==> config.mk <==
export PLATFORM = sky130hd
export DESIGN_NAME = pfsa_ctrl
export DESIGN_NICKNAME = d
export VERILOG_FILES = /design/src/hdl/pfsa_pkg.sv /design/src/hdl/pfsa_ctrl.sv
export SDC_FILE = /design/constraint.sdc
export NUM_CORES = 1
export LEC_CHECK = 0
export BUFFER_PORTS_ARGS = -buffer_cell sky130_fd_sc_hd__buf_4
export CAP_MARGIN = 20
export CORE_AREA = 2 2 39 41
export DETAILED_ROUTE_END_ITERATION = 8
export DIE_AREA = 0 0 41 43
export GPL_TIMING_DRIVEN = 0
export SETUP_SLACK_MARGIN = 0.5
export SYNTH_ARGS = -nofsm -noshare
export SYNTH_HDL_FRONTEND = slang
export SYNTH_SLANG_ARGS = --single-unit
==> constraint.sdc <==
create_clock -name clk -period 1.4 [get_ports clk]
set_input_delay 0.21 -clock clk [delete_from_list [all_inputs] [get_ports clk]]
set_output_delay 0.21 -clock clk [all_outputs]
set_load 0.05 [all_outputs]
==> src/hdl/pfsa_pkg.sv <==
// ----------------------------------------------------------------------------
// pfsa_pkg
// Shared types, codes and sizes of the page frame stack allocator.
// ----------------------------------------------------------------------------
package pfsa_pkg;

  localparam int MAX_FRAMES = 65536;
  localparam int DMA_FRAMES = 32;

  localparam int FRAME_W  = 20;
  localparam int CNT_W    = 17;
  localparam int IDX_W    = $clog2(MAX_FRAMES);
  localparam int PAGES_W  = 6;
  localparam int DMA_W    = PAGES_W + 1;
  localparam int STATUS_W = 3;
  localparam int KIND_W   = 2;
  localparam int CFG_IDX_W = 3;

  localparam logic [KIND_W-1:0] KIND_ALLOC = 2'd0;
  localparam logic [KIND_W-1:0] KIND_FREE  = 2'd1;
  localparam logic [KIND_W-1:0] KIND_DMA   = 2'd2;

  localparam logic [STATUS_W-1:0] ST_OK          = 3'd0;
  localparam logic [STATUS_W-1:0] ST_EMPTY       = 3'd1;
  localparam logic [STATUS_W-1:0] ST_OUTSIDE     = 3'd2;
  localparam logic [STATUS_W-1:0] ST_NOT_ALLOC   = 3'd3;
  localparam logic [STATUS_W-1:0] ST_FULL        = 3'd4;
  localparam logic [STATUS_W-1:0] ST_ALREADY     = 3'd5;
  localparam logic [STATUS_W-1:0] ST_DMA_REFUSED = 3'd6;

  localparam logic [CFG_IDX_W-1:0] CFG_MAP_FIRST  = 3'd0;
  localparam logic [CFG_IDX_W-1:0] CFG_MAP_FRAMES = 3'd1;
  localparam logic [CFG_IDX_W-1:0] CFG_POOL_FIRST = 3'd2;
  localparam logic [CFG_IDX_W-1:0] CFG_POOL_FRAMES = 3'd3;
  localparam logic [CFG_IDX_W-1:0] CFG_DMA_FIRST  = 3'd4;

  typedef struct packed {
    logic [KIND_W-1:0]  kind;
    logic [FRAME_W-1:0] frame;
    logic [PAGES_W-1:0] dma_pages;
  } request_t;

  typedef struct packed {
    logic [STATUS_W-1:0] status;
    logic [FRAME_W-1:0]  frame_out;
    logic [CNT_W-1:0]    allocated_count;
  } result_t;

  typedef struct packed {
    logic accept;
    logic clear;
    logic stack_rd;
    logic map_rd;
    logic commit;
  } cmd_t;

  typedef struct packed {
    logic clear_done;
    logic out_busy;
  } sts_t;

endpackage

==> src/hdl/pfsa_ctrl.sv <==
// ----------------------------------------------------------------------------
// pfsa_ctrl
// Sequencer: bitmap clearing pass, then stack lookup (allocate only), map lookup and commit.
// ----------------------------------------------------------------------------
module pfsa_ctrl (
  input  logic                    clk,
  input  logic                    rst,
  input  logic                    request_valid,
  input  logic [pfsa_pkg::KIND_W-1:0] request_kind,
  output logic                    request_stall,
  output pfsa_pkg::cmd_t          cmd,
  input  pfsa_pkg::sts_t          sts
);
  import pfsa_pkg::*;

  typedef enum logic [2:0] {
    S_CLEAR,
    S_IDLE,
    S_STACK,
    S_MAP,
    S_DECIDE
  } state_t;

  state_t state;
  logic   can_take;

  assign can_take = (state == S_IDLE) || ((state == S_DECIDE) && !sts.out_busy);
  assign request_stall = !can_take;

  assign cmd.accept   = can_take && request_valid;
  assign cmd.clear    = (state == S_CLEAR);
  assign cmd.stack_rd = (state == S_STACK);
  assign cmd.map_rd   = (state == S_MAP);
  assign cmd.commit   = (state == S_DECIDE) && !sts.out_busy;

  always_ff @(posedge clk) begin
    if (rst) begin
      state <= S_CLEAR;
    end else begin
      unique case (state)
        S_CLEAR: begin
          if (sts.clear_done) state <= S_IDLE;
        end
        S_IDLE, S_DECIDE: begin
          if (cmd.accept) begin
            state <= (request_kind == KIND_ALLOC) ? S_STACK : S_MAP;
          end else if (cmd.commit) begin
            state <= S_IDLE;
          end
        end
        S_STACK: state <= S_MAP;
        S_MAP:   state <= S_DECIDE;
        default: state <= S_CLEAR;
      endcase
    end
  end

endmodule

## After elaboration in Yosys (flattened, before gate mapping)

Cells that the tools add are included.

| word-level totals | value |
|---|---|
| memories | 0 |
| memory bits (read-only) | 0 |
| RAM bits | 0 |
| latch bits | 0 |
| bits of input ports | 7 |
| word-level logic and storage cells | 21 |
| register bits | 3 |
| output and inout bits | 6 |

| cells by class | value |
|---|---|
| bitwise logic cells | 0 |
| reductions and logical operators | 9 |
| $add $sub $neg | 0 |
| order comparisons | 0 |
| shift-type cells | 0 |
| muxes and demuxes | 5 |
| divide/modulo/power cells | 0 |
| equality and inequality tests | 6 |
| multipliers | 0 |

Operator list:

| operator | number |
|---|---|
| $pmux 3 s4 | 1 |
| $mux 3 | 3 |
| $eq 3x2->1 const B | 2 |
| $eq 3x1->1 const B | 1 |
| $eq 3x3->1 const B | 1 |
| $logic_not 3->1 | 1 |
| $ne 3x3->1 const B | 1 |
| $logic_and 1x1->1 | 2 |
| $logic_not 1->1 | 2 |
| $logic_not 2->1 | 1 |
| $ne 2x1->1 const B | 1 |
| $reduce_and 2->1 | 1 |
| $reduce_or 2->1 | 1 |
| $logic_or 1x1->1 | 1 |
| $mux 1 | 1 |

## Depth between registers and ports, before layout

| logic depth | value |
|---|---|
| depth after elaboration | 6 |
| depth in mapped cells | 5 |
| mapped depth without buffers | 4 |

## Worst setup path before layout

No wires, ideal clock.

| timing path | value |
|---|---|
| path kind | reg-to-output |
| from | register state[2] |
| to | output cmd[3] in the netlist's numbering |
| arrival time | 1510 ps |
| slack | -320 ps |
| buffers on the path | 1 |
| stages on the path, launching flop included | 3 |
| required time | 1190 ps |
| path through | dfxtp_1 buf_4 nor3_1 |

RTL lines:

| what | RTL line | text |
|---|---|---|
| start, declared | pfsa_ctrl.sv:24 | `state_t state;` |
| start signal, assigned | pfsa_ctrl.sv:46 | `state <= (request_kind == KIND_ALLOC) ? S_STACK : S_MAP;` |
| end, declared | pfsa_ctrl.sv:11 | `output pfsa_pkg::cmd_t cmd,` |

## Worst setup path in the final report

| timing path | value |
|---|---|
| from | register state[0] |
| to | output request_stall |

| between the ends | value |
|---|---|
| cells in the longest elaborated chain, start to end | 4 |
| elaborated cells on any way between the ends | 5 |
| classes of those cells | eq/ne (2); reduce/logical (3) |

Ends and longest elaborated chain:

| what | RTL line | text |
|---|---|---|
| $eq 3x3->1 | pfsa_ctrl.sv:27 | `assign can_take = (state == S_IDLE) \|\| ((state == S_DECIDE) && !sts.out_busy);` |
| $logic_and 1x1->1 | pfsa_ctrl.sv:27 |  |
| $logic_or 1x1->1 (*) | pfsa_ctrl.sv:27 |  |
| $logic_not 1->1 (*) | pfsa_ctrl.sv:28 | `assign request_stall = !can_take;` |
| end, declared | pfsa_ctrl.sv:10 | `output logic request_stall,` |

Every way passes the cells marked *; elsewhere a longest branch is shown, timed or not.

==> flow_summary_export.csv <==
group,metric,value,unit
critical_path,reg2reg_to,"state[1]$_SDFFE_PP0P_",
cts,ctsHtreeMaxLevel,1,
yosys,ys_top_cells_by_area,"dfxtp_1 26%, nor2_1 9.7%, a21oi_1 6.5%",
grt,grt_start_max_net_pins,10,
detailed_routing,wl,768,um
yosys,syn_area,231,um2
critical_path,path_class,"reg2out",
detailed_routing,drtIter0Drc,1,
critical_path,crit_end,"request_stall",
yosys,yosysWarningCount,0,
yosys,synth_edf_count,0,
grt,grt_pass1_wl,1320,um
yosys,syn_nets,39,
die,fp.coreArea,1380,um2
cts,clk_latency,0.23,ns
detailed_routing,route.met2.wl,424,um
yosys,synth_common_cells,"6 x nor2_1, 3 x a21oi_1, 3 x dfxtp_1",
sta,clock-skew-final,0.00299,ns
critical_path,crit_start,"state[0]$_SDFFE_PP0P_",
yosys,ys_async_sr_fraction,0,%
die,io_pins,13,
cts,cts_hold_buf,0,
die,dieArea,1760,um2
grt,grt.total_usage,11.2,%
critical_path,r2r_start,"state[0]$_SDFFE_PP0P_",
sta,finalWorstSetupSlack,-0.264,ns
yosys,ys_ff_latch,3,
finish,nets,61,
sta,grt_setup_unrepaired,"true",
critical_path,critPathRequiredTime,1.19,ns
finish,largest_reg_flops,3,
finish,diodes,0,
outcome,status,"finished, violations left",
die,die_w,41,um
yosys,yosys.cell_types.count,21,
detailed_routing,met3_wirelength,30,um
pwr,pwr-share-seq,18.2,%
grt,antenna_found_initial,0,
sta,report.final.slew_viol_count,0,
critical_path,cp_max_fo,2,
detailed_routing,via_count,297,
pwr,p_clk_share,23.7,%
cts,cts_max_path_buffers,2,
pwr,ir_drop,320,uV
critical_path,r2r_cells,6,
finish,postLayoutCoreUtil,38.0,%
pwr,cellLeakagePower,0.000212,uW
sta,timing.fmax,0.601,GHz
grt,grt_overflow_total,0,
detailed_routing,drc_errors,0,
finish,fillerInstances,148,
yosys,yosysMostFrequentCell,"nor2_1",
finish,area_delta_synth_final,127,%
pwr,internal_power,367,uW
finish,largest-register,"state",
outcome,violations,"setup timing",
sta,tightestPinTransition,0.222,ns
yosys,syn_inst,32,
sta,finalSetupViolations,4,
placement,dp_slack,-0.124,ns
die,start_util,16.7,%
cts,cts_buffers,3,
pwr,net-switching-power,254,uW
detailed_routing,postRouteAntennaNets,0,
sta,timing.setup.tns,-0.530,ns
critical_path,startpoint_type,"flop",
die,fp.dieH,43,um
sta,max_slew_margin,85.1,%
cts,clk_pin_slew,0.04,ns
yosys,synth_top_area_cell,"dfxtp_1",
finish,largest_registers,"state: 3 flops",
detailed_routing,first_pass_iters,2,
sta,hold_viol,0,
run,max-cap-violations,0,
yosys,yosys.area.top_type_share,25.9,%
hold_path,holdCritPathClass,"in2reg",
cts,cts_tree,"yes",
pwr,swShare,40.9,%
critical_path,critPathCaptureType,"primary output",
yosys,synth_seq_area_share,25.9,%
detailed_routing,wl_met1,300,um
placement,hpwl,496,um
finish,drive_gt1_share,69.8,%
detailed_routing,top_layer,"met4",
critical_path,timing.reg2reg.setup_slack,0.14,ns
detailed_routing,wl_per_cell,11.1,um
pwr,powerDensity,1180,nW/um2
placement,gp_congestion,0.787,
sta,period_share,119,%
yosys,syn_area_per_cell,7.23,um2
cts,cts.sinks,3,
detailed_routing,vias_per_cell,4.30,
sta,layout_min_cycle_time,1.66,ns
die,placementRows,14,
pwr,combPwrFrac,58.0,%
placement,io_buffers,12,
critical_path,worstPathArrival,1.45,ns
grt,grt_pass1_vias,291,
yosys,synth_flop_cell,"dfxtp_1",
cts,cts-root-buf,"clkbuf_4",
==> per-layer routing <==
layer,GRT usage [%],up-vias
met2,15.6,5
met4,8.00,0
met3,1.57,2
met1,15.1,137
met5,0,-
li1,-,153
==> critical path, cell delays in order, from the launching register on <==
cell     delay, ns
dfxtp_1       0.29
buf_6         0.11
or3b_4        0.38
a21oi_4       0.14
buf_4         0.13
inv_2         0.03
buf_6         0.14
==> metrics by stage <==
step	area (um2)	total power [uW]	hold WS (ns)	cells
2_1_floorplan	262	300	0.268	32
3_3_place_gp	372	365	0.392	60
3_5_place_dp	372	370	0.395	60
4_1_cts	497	592	0.154	68
5_1_grt	526	656	0.159	69
6_report	526	620	0.163	69
==> repair_timing <==
item / 4_1_cts / 5_1_grt
pin swaps: 4 / 5
setup endpoints to repair: 9 / 9
resized for setup: 16 / 6
gates cloned: 0 / 0
buffers inserted: 4 / 1
==> worst min path at each step <==
| stage | start | end | slack [ns] | cells past startpoint |
|---|---|---|---|---|
| floorplan | rst | state[1]$_SDFFE_PP0P_ | 0.27 | 1 |
| global placement | rst | state[1]$_SDFFE_PP0P_ | 0.39 | 2 |
| detailed placement | rst | state[1]$_SDFFE_PP0P_ | 0.40 | 2 |
| CTS | rst | state[1]$_SDFFE_PP0P_ | 0.15 | 2 |
| global route | rst | state[1]$_SDFFE_PP0P_ | 0.16 | 2 |
| finish | rst | state[1]$_SDFFE_PP0P_ | 0.16 | 2 |
==> placed cells by master (no fill, tap or decap), drive strengths merged <==
cell type,n
or4,1
clkbuf,4
nand3,1
dfxtp,3
nor3,2
o211ai,1
nand2b,1
nor2b,1
a31oi,1
and2,2
a211oi,1
inv,2
a21oi,4
nor2,7
o21ai,2
or3b,1
buf,19
==> final cells by class <==
class | count | area (um2) | area share [%]
plain buffers | 2 | 22.5 | 4.29
flip-flops and latches | 3 | 65.1 | 12.4
multi-input cells | 25 | 208 | 39.5
repair buffers | 17 | 176 | 33.6
inverters | 2 | 7.51 | 1.43
well taps | 16 | 20.0 | 3.81
clock buffers | 4 | 26.3 | 5.00
==> power groups by stage <==
stage	sequential (uW)	clock [uW]	combinational (uW)
3_3_place_gp	110	0	255
6_report	113	147	360
5_1_grt	115	160	382
2_1_floorplan	107	0	193
3_5_place_dp	110	0	260
4_1_cts	112	153	327
==> kinds of logic (layout without fill, tap and decap cells) <==
family	Yosys count	count (layout)	share of synthesized area, %
AOI/OAI and AO/OA	9	9	23.8
buffers and inverters	4	25	11.4
and+or+nand+nor	16	16	38.9
DFF	3	3	25.9
Note: power is estimated with default switching activity, not from simulation.
